File: src/rtl/letter_box_word_grouping_macros.svh
// Assertion macros for the letter box word grouping block.
// Used by the top level; expects clk and rst_n in scope.
`ifndef LETTER_BOX_WORD_GROUPING_MACROS_SVH
`define LETTER_BOX_WORD_GROUPING_MACROS_SVH

// Consequent checked in the same cycle as the antecedent.
`define LBWG_ASSERT_NOW(lbl, ante, cons, msg) \
    lbl: assert property (@(posedge clk) disable iff (!rst_n) (ante) |-> (cons)) \
        else $error(msg);

// Consequent checked in the cycle after the antecedent.
`define LBWG_ASSERT_NEXT(lbl, ante, cons, msg) \
    lbl: assert property (@(posedge clk) disable iff (!rst_n) (ante) |=> (cons)) \
        else $error(msg);

`endif

File: src/rtl/lbwg_pkg.sv
// Shared types, constants and box arithmetic for letter box word grouping.
// No dependencies.
package lbwg_pkg;

    localparam int WORD_SLOTS  = 32;
    localparam int COORD_BITS  = 12;
    localparam int TOL_BITS    = 8;
    localparam int CFG_BITS    = (COORD_BITS > TOL_BITS) ? COORD_BITS : TOL_BITS;
    localparam int CFG_IDX_BITS = 3;
    localparam int SLOT_BITS   = (WORD_SLOTS > 1) ? $clog2(WORD_SLOTS) : 1;
    localparam int COUNT_BITS  = $clog2(WORD_SLOTS + 1);
    localparam int GAP_BITS    = COORD_BITS + 2;
    localparam int Q_DEPTH     = 2;
    localparam int Q_PTR_BITS  = 1;
    localparam int Q_CNT_BITS  = 2;

    localparam logic [SLOT_BITS-1:0] SLOT_LAST = SLOT_BITS'(WORD_SLOTS - 1);

    typedef logic [COORD_BITS-1:0] coord_t;
    typedef logic [TOL_BITS-1:0]   tol_t;

    typedef enum logic [1:0] {
        ACT_ADD   = 2'd0,
        ACT_READ  = 2'd1,
        ACT_CLEAR = 2'd2
    } action_t;

    typedef enum logic [CFG_IDX_BITS-1:0] {
        CFG_REGION_XMIN = 3'd0,
        CFG_REGION_YMIN = 3'd1,
        CFG_REGION_XMAX = 3'd2,
        CFG_REGION_YMAX = 3'd3,
        CFG_MARGIN      = 3'd4,
        CFG_GAP_X       = 3'd5,
        CFG_GAP_Y       = 3'd6
    } cfg_idx_t;

    typedef enum logic [1:0] {
        B_IDLE = 2'd0,
        B_WALK = 2'd1,
        B_READ = 2'd2
    } back_state_t;

    typedef struct packed {
        coord_t x0;
        coord_t y0;
        coord_t x1;
        coord_t y1;
    } box_t;

    typedef struct packed {
        action_t action;
        box_t    box;
    } cmd_t;

    typedef struct packed {
        coord_t region_xmin;
        coord_t region_ymin;
        coord_t region_xmax;
        coord_t region_ymax;
        tol_t   region_margin;
        tol_t   merge_gap_x;
        tol_t   merge_gap_y;
    } cfg_t;

    // [a0,a1] touches [b0,b1] widened by gap; signed, never wraps.
    function automatic logic near1d(coord_t a0, coord_t a1, coord_t b0, coord_t b1,
                                    tol_t gap);
        logic signed [GAP_BITS-1:0] lo;
        logic signed [GAP_BITS-1:0] hi;
        logic signed [GAP_BITS-1:0] sa0;
        logic signed [GAP_BITS-1:0] sa1;
        logic signed [GAP_BITS-1:0] sg;
        sg  = $signed({{(GAP_BITS-TOL_BITS){1'b0}}, gap});
        lo  = $signed({2'b00, b0}) - sg;
        hi  = $signed({2'b00, b1}) + sg;
        sa0 = $signed({2'b00, a0});
        sa1 = $signed({2'b00, a1});
        return !((sa1 < lo) || (sa0 > hi));
    endfunction

endpackage

File: src/rtl/lbwg_front.sv
// Front end: accepts items, drops letters outside the region and unused codes.
// Depends on lbwg_pkg; feeds lbwg_queue.
module lbwg_front
    import lbwg_pkg::*;
(
    input  logic       in_valid,
    output logic       in_stall,
    input  logic [1:0] action,
    input  coord_t     letter_xmin,
    input  coord_t     letter_ymin,
    input  coord_t     letter_xmax,
    input  coord_t     letter_ymax,
    input  cfg_t       cfg,
    input  logic       q_full,
    output logic       q_push,
    output cmd_t       q_item
);

    logic in_region;
    logic keep;

    assign in_region =
        near1d(letter_xmin, letter_xmax, cfg.region_xmin, cfg.region_xmax,
               cfg.region_margin) &&
        near1d(letter_ymin, letter_ymax, cfg.region_ymin, cfg.region_ymax,
               cfg.region_margin);

    always_comb
    begin
        keep          = 1'b0;
        q_item.action = ACT_ADD;
        q_item.box    = '{x0: letter_xmin, y0: letter_ymin,
                          x1: letter_xmax, y1: letter_ymax};
        unique case (action)
            ACT_ADD:
            begin
                keep = in_region;
            end
            ACT_READ:
            begin
                keep          = 1'b1;
                q_item.action = ACT_READ;
            end
            ACT_CLEAR:
            begin
                keep          = 1'b1;
                q_item.action = ACT_CLEAR;
            end
            default:
            begin
                keep = 1'b0;
            end
        endcase
    end

    assign in_stall = q_full;
    assign q_push   = in_valid && !q_full && keep;

endmodule

File: src/rtl/lbwg_queue.sv
// Two-entry command queue between front end and table engine.
// Depends on lbwg_pkg.
module lbwg_queue
    import lbwg_pkg::*;
(
    input  logic clk,
    input  logic rst_n,
    input  logic push,
    input  cmd_t push_item,
    input  logic pop,
    output cmd_t pop_item,
    output logic full,
    output logic empty
);

    cmd_t                  q_mem [Q_DEPTH];
    logic [Q_PTR_BITS-1:0] wr_ptr_reg, wr_ptr_next;
    logic [Q_PTR_BITS-1:0] rd_ptr_reg, rd_ptr_next;
    logic [Q_CNT_BITS-1:0] cnt_reg, cnt_next;

    assign full     = (cnt_reg == Q_CNT_BITS'(Q_DEPTH));
    assign empty    = (cnt_reg == '0);
    assign pop_item = q_mem[rd_ptr_reg];

    always_comb
    begin
        wr_ptr_next = push ? wr_ptr_reg + 1'b1 : wr_ptr_reg;
        rd_ptr_next = pop  ? rd_ptr_reg + 1'b1 : rd_ptr_reg;
        cnt_next    = cnt_reg;
        if (push && !pop)
        begin
            cnt_next = cnt_reg + 1'b1;
        end
        else if (pop && !push)
        begin
            cnt_next = cnt_reg - 1'b1;
        end
    end

    always_ff @(posedge clk)
    begin
        if (push)
        begin
            q_mem[wr_ptr_reg] <= push_item;
        end
    end

    always_ff @(posedge clk or negedge rst_n)
    begin
        if (!rst_n)
        begin
            wr_ptr_reg <= '0;
            rd_ptr_reg <= '0;
            cnt_reg    <= '0;
        end
        else
        begin
            wr_ptr_reg <= wr_ptr_next;
            rd_ptr_reg <= rd_ptr_next;
            cnt_reg    <= cnt_next;
        end
    end

endmodule

File: src/rtl/lbwg_back.sv
// Table engine: walks the word table for letters, streams readouts, clears.
// Depends on lbwg_pkg; takes commands from lbwg_queue.
module lbwg_back
    import lbwg_pkg::*;
(
    input  logic                  clk,
    input  logic                  rst_n,
    input  cfg_t                  cfg,
    input  logic                  q_empty,
    input  cmd_t                  q_item,
    output logic                  q_pop,
    output logic                  out_valid,
    input  logic                  out_stall,
    output logic [SLOT_BITS-1:0]  slot_index,
    output coord_t                word_xmin,
    output coord_t                word_ymin,
    output coord_t                word_xmax,
    output coord_t                word_ymax,
    output logic                  word_valid,
    output logic [COUNT_BITS-1:0] word_count,
    output logic                  last
);

    box_t                  mem [WORD_SLOTS];
    logic [WORD_SLOTS-1:0] vld_reg;
    box_t                  rd_data_reg;
    logic                  rd_vld_reg;

    back_state_t           state_reg, state_next;
    logic [SLOT_BITS-1:0]  cur_reg, cur_next;
    logic [COUNT_BITS-1:0] count_reg, count_next;
    box_t                  letter_reg, letter_next;

    logic                  out_valid_reg, out_valid_next;
    logic [SLOT_BITS-1:0]  out_slot_reg;
    box_t                  out_box_reg;
    logic                  out_wv_reg;
    logic [COUNT_BITS-1:0] out_count_reg;
    logic                  out_last_reg;

    box_t                  ent;
    box_t                  merged;
    box_t                  wr_data;
    logic                  wr_en;
    logic                  clr;
    logic                  load_out;
    logic                  slot_empty;
    logic                  slot_near;
    logic                  ent_valid;
    logic                  at_last;
    logic                  out_free;

    assign ent        = rd_vld_reg ? rd_data_reg : '0;
    assign slot_empty = (ent.x0 == '0) && (ent.x1 == '0);
    assign slot_near  = near1d(letter_reg.x0, letter_reg.x1, ent.x0, ent.x1, cfg.merge_gap_x) &&
                        near1d(letter_reg.y0, letter_reg.y1, ent.y0, ent.y1, cfg.merge_gap_y);
    assign ent_valid  = (ent.x1 > ent.x0) && (ent.y1 > ent.y0);
    assign at_last    = (cur_reg == SLOT_LAST);
    assign out_free   = !out_valid_reg || !out_stall;
    assign q_pop      = (state_reg == B_IDLE) && !q_empty;

    assign merged.x0 = (letter_reg.x0 < ent.x0) ? letter_reg.x0 : ent.x0;
    assign merged.y0 = (letter_reg.y0 < ent.y0) ? letter_reg.y0 : ent.y0;
    assign merged.x1 = (letter_reg.x1 > ent.x1) ? letter_reg.x1 : ent.x1;
    assign merged.y1 = (letter_reg.y1 > ent.y1) ? letter_reg.y1 : ent.y1;

    always_comb
    begin
        state_next = state_reg;
        unique case (state_reg)
            B_IDLE:
            begin
                if (q_pop)
                begin
                    if (q_item.action == ACT_ADD)
                    begin
                        state_next = B_WALK;
                    end
                    else if (q_item.action == ACT_READ)
                    begin
                        state_next = B_READ;
                    end
                end
            end
            B_WALK:
            begin
                if (slot_empty || slot_near || at_last)
                begin
                    state_next = B_IDLE;
                end
            end
            B_READ:
            begin
                if (out_free && at_last)
                begin
                    state_next = B_IDLE;
                end
            end
            default:
            begin
                state_next = B_IDLE;
            end
        endcase
    end

    always_comb
    begin
        cur_next    = cur_reg;
        count_next  = count_reg;
        letter_next = letter_reg;
        wr_en       = 1'b0;
        wr_data     = letter_reg;
        clr         = 1'b0;
        load_out    = 1'b0;
        unique case (state_reg)
            B_IDLE:
            begin
                cur_next = '0;
                if (q_pop)
                begin
                    letter_next = q_item.box;
                    count_next  = '0;
                    clr         = (q_item.action == ACT_CLEAR);
                end
            end
            B_WALK:
            begin
                if (slot_empty)
                begin
                    wr_en   = 1'b1;
                    wr_data = letter_reg;
                end
                else if (slot_near)
                begin
                    wr_en   = 1'b1;
                    wr_data = merged;
                end
                if (slot_empty || slot_near || at_last)
                begin
                    cur_next = '0;
                end
                else
                begin
                    cur_next = cur_reg + 1'b1;
                end
            end
            B_READ:
            begin
                if (out_free)
                begin
                    load_out   = 1'b1;
                    count_next = count_reg + COUNT_BITS'(ent_valid);
                    cur_next   = at_last ? '0 : cur_reg + 1'b1;
                end
            end
            default:
            begin
                cur_next = '0;
            end
        endcase
    end

    always_comb
    begin
        if (load_out)
        begin
            out_valid_next = 1'b1;
        end
        else
        begin
            out_valid_next = out_valid_reg && out_stall;
        end
    end

    // Table memory: one write, one registered read at the next slot.
    always_ff @(posedge clk)
    begin
        if (wr_en)
        begin
            mem[cur_reg] <= wr_data;
        end
        rd_data_reg <= mem[cur_next];
    end

    always_ff @(posedge clk)
    begin
        if (load_out)
        begin
            out_slot_reg  <= cur_reg;
            out_box_reg   <= ent;
            out_wv_reg    <= ent_valid;
            out_count_reg <= count_reg + COUNT_BITS'(ent_valid);
            out_last_reg  <= at_last;
        end
        letter_reg <= letter_next;
    end

    always_ff @(posedge clk or negedge rst_n)
    begin
        if (!rst_n)
        begin
            state_reg     <= B_IDLE;
            cur_reg       <= '0;
            count_reg     <= '0;
            vld_reg       <= '0;
            rd_vld_reg    <= 1'b0;
            out_valid_reg <= 1'b0;
        end
        else
        begin
            state_reg     <= state_next;
            cur_reg       <= cur_next;
            count_reg     <= count_next;
            out_valid_reg <= out_valid_next;
            rd_vld_reg    <= vld_reg[cur_next];
            if (clr)
            begin
                vld_reg <= '0;
            end
            else if (wr_en)
            begin
                vld_reg[cur_reg] <= 1'b1;
            end
        end
    end

    assign out_valid  = out_valid_reg;
    assign slot_index = out_slot_reg;
    assign word_xmin  = out_box_reg.x0;
    assign word_ymin  = out_box_reg.y0;
    assign word_xmax  = out_box_reg.x1;
    assign word_ymax  = out_box_reg.y1;
    assign word_valid = out_wv_reg;
    assign word_count = out_count_reg;
    assign last       = out_last_reg;

endmodule

File: src/rtl/letter_box_word_grouping.sv
// Letter box word grouping top level: config registers, front end, queue, table engine.
// Depends on lbwg_pkg, lbwg_front, lbwg_queue, lbwg_back and the assertion macro header.
//
// Input channel (in_valid / in_stall): one item per handshake, action plus a letter box.
//   Add: letter is kept only if it touches the region widened by the margin, then
//   merged into the first empty or nearby slot of the 32-slot word table.
//   Read: one output item per slot, slot 0 first, last set on the final slot.
//   Clear: empties the table. Action code 3 is taken and ignored.
// Output channel (out_valid / out_stall): a read item passes the queue and the table
//   engine, then readout items leave the output register one per cycle while out_stall
//   is low; a stall holds the current item and pauses the table scan.
// Table engine: serves one item at a time from a two-entry queue. Add walks the table
//   slot by slot through the table memory's single read port, read scans every slot
//   and pauses on stalls, clear needs no walk.
// Config: cfg_we writes register cfg_index with cfg_data; write only while idle.
// Reset: asynchronous, active low; the table reads as empty and registers take their
//   defaults (region 0..4095, margin 20, gaps 60 and 5).
`include "letter_box_word_grouping_macros.svh"

module letter_box_word_grouping
    import lbwg_pkg::*;
(
    input  logic                    clk,
    input  logic                    rst_n,
    input  logic                    cfg_we,
    input  logic [CFG_IDX_BITS-1:0] cfg_index,
    input  logic [CFG_BITS-1:0]     cfg_data,
    input  logic                    in_valid,
    output logic                    in_stall,
    input  logic [1:0]              action,
    input  coord_t                  letter_xmin,
    input  coord_t                  letter_ymin,
    input  coord_t                  letter_xmax,
    input  coord_t                  letter_ymax,
    output logic                    out_valid,
    input  logic                    out_stall,
    output logic [SLOT_BITS-1:0]    slot_index,
    output coord_t                  word_xmin,
    output coord_t                  word_ymin,
    output coord_t                  word_xmax,
    output coord_t                  word_ymax,
    output logic                    word_valid,
    output logic [COUNT_BITS-1:0]   word_count,
    output logic                    last
);

    cfg_t cfg_reg, cfg_next;
    logic q_push;
    logic q_pop;
    logic q_full;
    logic q_empty;
    cmd_t push_item;
    cmd_t pop_item;

    always_comb
    begin
        cfg_next = cfg_reg;
        if (cfg_we)
        begin
            unique case (cfg_index)
                CFG_REGION_XMIN: cfg_next.region_xmin   = cfg_data[COORD_BITS-1:0];
                CFG_REGION_YMIN: cfg_next.region_ymin   = cfg_data[COORD_BITS-1:0];
                CFG_REGION_XMAX: cfg_next.region_xmax   = cfg_data[COORD_BITS-1:0];
                CFG_REGION_YMAX: cfg_next.region_ymax   = cfg_data[COORD_BITS-1:0];
                CFG_MARGIN:      cfg_next.region_margin = cfg_data[TOL_BITS-1:0];
                CFG_GAP_X:       cfg_next.merge_gap_x   = cfg_data[TOL_BITS-1:0];
                CFG_GAP_Y:       cfg_next.merge_gap_y   = cfg_data[TOL_BITS-1:0];
                default:         cfg_next = cfg_reg;
            endcase
        end
    end

    always_ff @(posedge clk or negedge rst_n)
    begin
        if (!rst_n)
        begin
            cfg_reg.region_xmin   <= COORD_BITS'(0);
            cfg_reg.region_ymin   <= COORD_BITS'(0);
            cfg_reg.region_xmax   <= COORD_BITS'(4095);
            cfg_reg.region_ymax   <= COORD_BITS'(4095);
            cfg_reg.region_margin <= TOL_BITS'(20);
            cfg_reg.merge_gap_x   <= TOL_BITS'(60);
            cfg_reg.merge_gap_y   <= TOL_BITS'(5);
        end
        else
        begin
            cfg_reg <= cfg_next;
        end
    end

    lbwg_front u_front (
        .in_valid    (in_valid),
        .in_stall    (in_stall),
        .action      (action),
        .letter_xmin (letter_xmin),
        .letter_ymin (letter_ymin),
        .letter_xmax (letter_xmax),
        .letter_ymax (letter_ymax),
        .cfg         (cfg_reg),
        .q_full      (q_full),
        .q_push      (q_push),
        .q_item      (push_item)
    );

    lbwg_queue u_queue (
        .clk       (clk),
        .rst_n     (rst_n),
        .push      (q_push),
        .push_item (push_item),
        .pop       (q_pop),
        .pop_item  (pop_item),
        .full      (q_full),
        .empty     (q_empty)
    );

    lbwg_back u_back (
        .clk        (clk),
        .rst_n      (rst_n),
        .cfg        (cfg_reg),
        .q_empty    (q_empty),
        .q_item     (pop_item),
        .q_pop      (q_pop),
        .out_valid  (out_valid),
        .out_stall  (out_stall),
        .slot_index (slot_index),
        .word_xmin  (word_xmin),
        .word_ymin  (word_ymin),
        .word_xmax  (word_xmax),
        .word_ymax  (word_ymax),
        .word_valid (word_valid),
        .word_count (word_count),
        .last       (last)
    );

    `LBWG_ASSERT_NOW(a_last_on_final_slot, out_valid && last, slot_index == SLOT_LAST, "last on wrong slot")
    `LBWG_ASSERT_NOW(a_count_bound, out_valid, word_count <= COUNT_BITS'(slot_index) + COUNT_BITS'(1), "word count too large")
    `LBWG_ASSERT_NEXT(a_readout_streams, out_valid && !out_stall && !last, out_valid, "readout gap")

endmodule

File: config.mk
export PLATFORM = sky130hd
export DESIGN_NAME = letter_box_word_grouping
export DESIGN_NICKNAME = d
export VERILOG_FILES = /design/src/rtl/lbwg_pkg.sv /design/src/rtl/lbwg_front.sv /design/src/rtl/lbwg_queue.sv /design/src/rtl/lbwg_back.sv /design/src/rtl/letter_box_word_grouping.sv
export VERILOG_INCLUDE_DIRS = /design/src /design/src/rtl
export SDC_FILE = /design/constraint.sdc
export NUM_CORES = 2
export LEC_CHECK = 0
export BUFFER_PORTS_ARGS = -buffer_cell sky130_fd_sc_hd__buf_2
export CORE_MARGIN = 3
export CORE_UTILIZATION = 25
export DETAILED_ROUTE_END_ITERATION = 8
export GPL_ROUTABILITY_DRIVEN = 0
export PLACE_DENSITY = 0.43
export SLEW_MARGIN = 20
export SYNTH_ARGS = -nofsm -noshare
export SYNTH_HDL_FRONTEND = slang
export SYNTH_HIERARCHICAL = 1
export SYNTH_SLANG_ARGS = --single-unit
File: constraint.sdc
create_clock -name clk -period 19.9 [get_ports clk]
set_clock_uncertainty 0.15 [all_clocks]
set_input_delay 1.99 -clock clk [delete_from_list [all_inputs] [get_ports clk]]
set_output_delay 1.99 -clock clk [all_outputs]
set_load 0.02 [all_outputs]
==> key figures <==
Finish
  • Final #Nets: 6505
  • Area of the multi-input gates: 24400 µm²
  • FF/Latch Area: around 56000 µm²
  • Post-Layout Cell Count: ~11000
  • Synth-to-Final Area Change: 14.9%
  • Fill cells: approximately 33000
  • Share of layout cells above drive strength 1: 0.137
  • Max FFs per register: 1536
  • Post-layout util: 0.289

Clock network
  • H-tree levels: 4
  • Clock sink total: roughly 1900
  • Post-CTS setup buffer count: 0
  • PostCTS Resize Cnt: 0
  • Root Driver: clkbuf_16
  • Clock slew seen by the registers of the worst setup and hold paths: 0.06 ns
  • Worst-Skew Late Latency: approximately 0.88 ns
  • Hold buffer count at cts: 0
  • CTS buffer count: 205
  • Deepest clock path buffer count: 3
  • CTS tree: built

Logic synthesis
  • Syn Nets: 6439
  • Synth top area share: 0.630
  • Synth cell types: 94
  • Largest cells by area after synthesis: edfxtp_1, ha_1, mux2i_1
  • Synth area leader: edfxtp_1
  • Syn Inst Count: approximately 6100
  • Most numerous cell in the Yosys netlist: edfxtp_1
  • Post-Syn Area per Cell: 13.6 µm²
  • #FFs+latches synth: between 1500 and 2000
  • Synth cell count leaders: edfxtp_1, nand2_1, nor2_1
  • Ys Warns: 6
  • Synth Cell Area: ~83000 µm²
  • EDFF count, synth: around 1700
  • FFs w/ async S/R, synth: 0.0642
  • Register area share after synthesis: 0.679
  • Top_reg_cell synth: edfxtp_1

Placed design
  • Number of port buffers: ~130
  • DP Cell Count: approximately 10000
  • Final HPWL DP: roughly 170000 µm

Timing
  • Final Max Slew Viols: 0
  • Final Critical Period: 9.61 ns
  • Endpoints failing setup: 0
  • Max Fclk: ~0.10 GHz
  • Worst hold slack: 0.344 ns
  • Least-Margin Pin Slew: ~1.2 ns
  • Max transition margin: 0.207
  • Setup TNS: 0 ns
  • Hold Fails Final Rpt: 0
  • RSZ-0062 raised after global routing: false
  • Period utilisation layout: 0.483

Setup path
  • Critical Path End Type: register
  • Critical Path Max Stage Delay: roughly 0.77 ns
  • CP max-delay cell: buf_4
  • Setup CP Type: register to register
  • WP data arrival: a little over 10 ns
  • Worst setup SP type: register
  • Critical Path RT: slightly above 20 ns
  • Worst reg2reg path depth: 29
  • CP Max Fanout: 130
  • Most frequent CP cell: buf_4

Hold path
  • Worst Hold Class: register to register
  • Min-Delay Path Depth: 1

Global route
  • Antenna violations before repair: 13
  • Number of global-route vias before repair: 53447
  • Overflow after GRT: 0
  • Total GRT Usage: 0.176
  • First-pass GRT wire length: 428000 µm
  • Largest net degree at the start of global routing: approximately 130

Detailed routing
  • Final wirelength: 307000 µm
  • Drt pass-1 iters: 7
  • WL/cell: 28.6 µm
  • Initial DRC count: ~5600
  • Vias: 54041
  • Vias per Instance: a little over 5
  • Remaining antenna violation count: 0
  • DRC viols: 0

Power
  • LEAKAGE: 0.0335 µW
  • VDD IR max: a little over 0.09 mV
  • Total Power: ~13000 µW
  • Pwr/cell area: 140 nW/µm²

Floorplanning
  • Total core area: roughly 330000 µm²
  • Die H: between 500 and 600 µm
  • Initial Util: 0.251
  • Row Count: 211
  • Top-Level Pins: 133
  • Die area: approximately 340000 µm²
  • Die W: 583 µm

Flow run
  • Maxcap violations: 0

Status
  • Status: finished clean
-- final timing paths --
path / startpoint / end / slack, ns
min in group asynchronous: rst_n / cfg_reg[9] / 0.97
hold / removal: u_queue/cnt_reg[1] / u_queue/cnt_reg[1] / 0.34
hold reg to reg: u_queue/cnt_reg[1] / u_queue/cnt_reg[1] / 0.34
setup / recovery: u_back/rd_vld_reg / u_back/rd_data_reg[12] / 10.29
max in group asynchronous: rst_n / u_queue/rd_ptr_reg / 17.17
setup reg to reg: u_back/rd_vld_reg / u_back/rd_data_reg[12] / 10.29
-- area by class of cell --
type / instances / share of cell area
Clock buffer: 272 / 0.0577
Sequential cell: 1916 / 0.591
Tap cell: 4366 / 0.0572
Antenna cell: 2 / 0.0000524
Clock inverter: 115 / 0.0126
Timing Repair Buffer: 283 / 0.0201
Multi-Input combinational cell: 3671 / 0.256
Inverter: 124 / 0.00521
-- cell families after synthesis --
logic type	after synthesis	synth area share
XOR/XNOR	96	0.0101
AO/OA/AOI/OAI	1059	0.0865
multiplexers	385	0.0518
flip-flops	1916	0.679
adder cells (fa/ha/maj)	240	0.0364
AND/OR/NAND/NOR	1891	0.104
buffers and inverters	548	0.0315
-- worst max-delay path, delay by kind of cell (launching register included) --
kind                     cells  cell delay [ns]
AO/OA/AOI/OAI               15             3.41
XOR/XNOR                     1             0.14
adder cells (fa/ha/maj)      2             0.56
buffers and inverters        7             3.59
flip-flops                   1             0.72
AND/OR/NAND/NOR              4             0.60
-- cells in the final DEF (no fill, tap or decap), types with 59 or more instances in the layout --
master / synthesis / final
clkbuf_16: 0 / 206
buf_2: 115 / 131
nor2_1: 407 / 374
nand2_1: 601 / 599
nor3_1: 267 / 265
ha_1: 229 / 229
o21ai_0: 284 / 273
mux2i_1: 229 / 226
mux2_4: 69 / 69
dfrtp_1: 91 / 89
inv_1: 114 / 112
xnor2_1: 59 / 59
buf_4: 63 / 143
a21oi_1: 123 / 123
mux2_2: 87 / 87
or3_1: 157 / 157
a32oi_1: 102 / 102
o31ai_1: 208 / 208
nand3_1: 340 / 340
edfxtp_1: 1745 / 1745
-- where the power goes --
group	leakage, µW	switching [µW]	internal (µW)
clock network	0.00327	1680	2150
registers	0.0177	357	5200
logic	0.0125	2840	1160
total	0.0335	4870	8510
-- metrics by stage --
step / setup slack (ns) / cell area [µm²]
2_1_floorplan: 11.77 / 83100
5_1_grt: 9.68 / 95500
4_1_cts: 10.24 / 95500
3_5_place_dp: 10.23 / 88800
6_report: 10.29 / 95500
3_3_place_gp: 10.31 / 88700
-- metal layers --
metal / vias to the layer above / routed length [µm] / GRT usage / share of wire
li1: 23396 / - / - / -
met1: 28338 / 139000 / 0.249 / 0.45
met2: 1909 / 141000 / 0.281 / 0.46
met3: 398 / 19000 / 0.0267 / 0.062
met4: 0 / 7830 / 0.0437 / 0.025
met5: - / 0 / 0 / 0
Power figures use the tool's default switching activity.
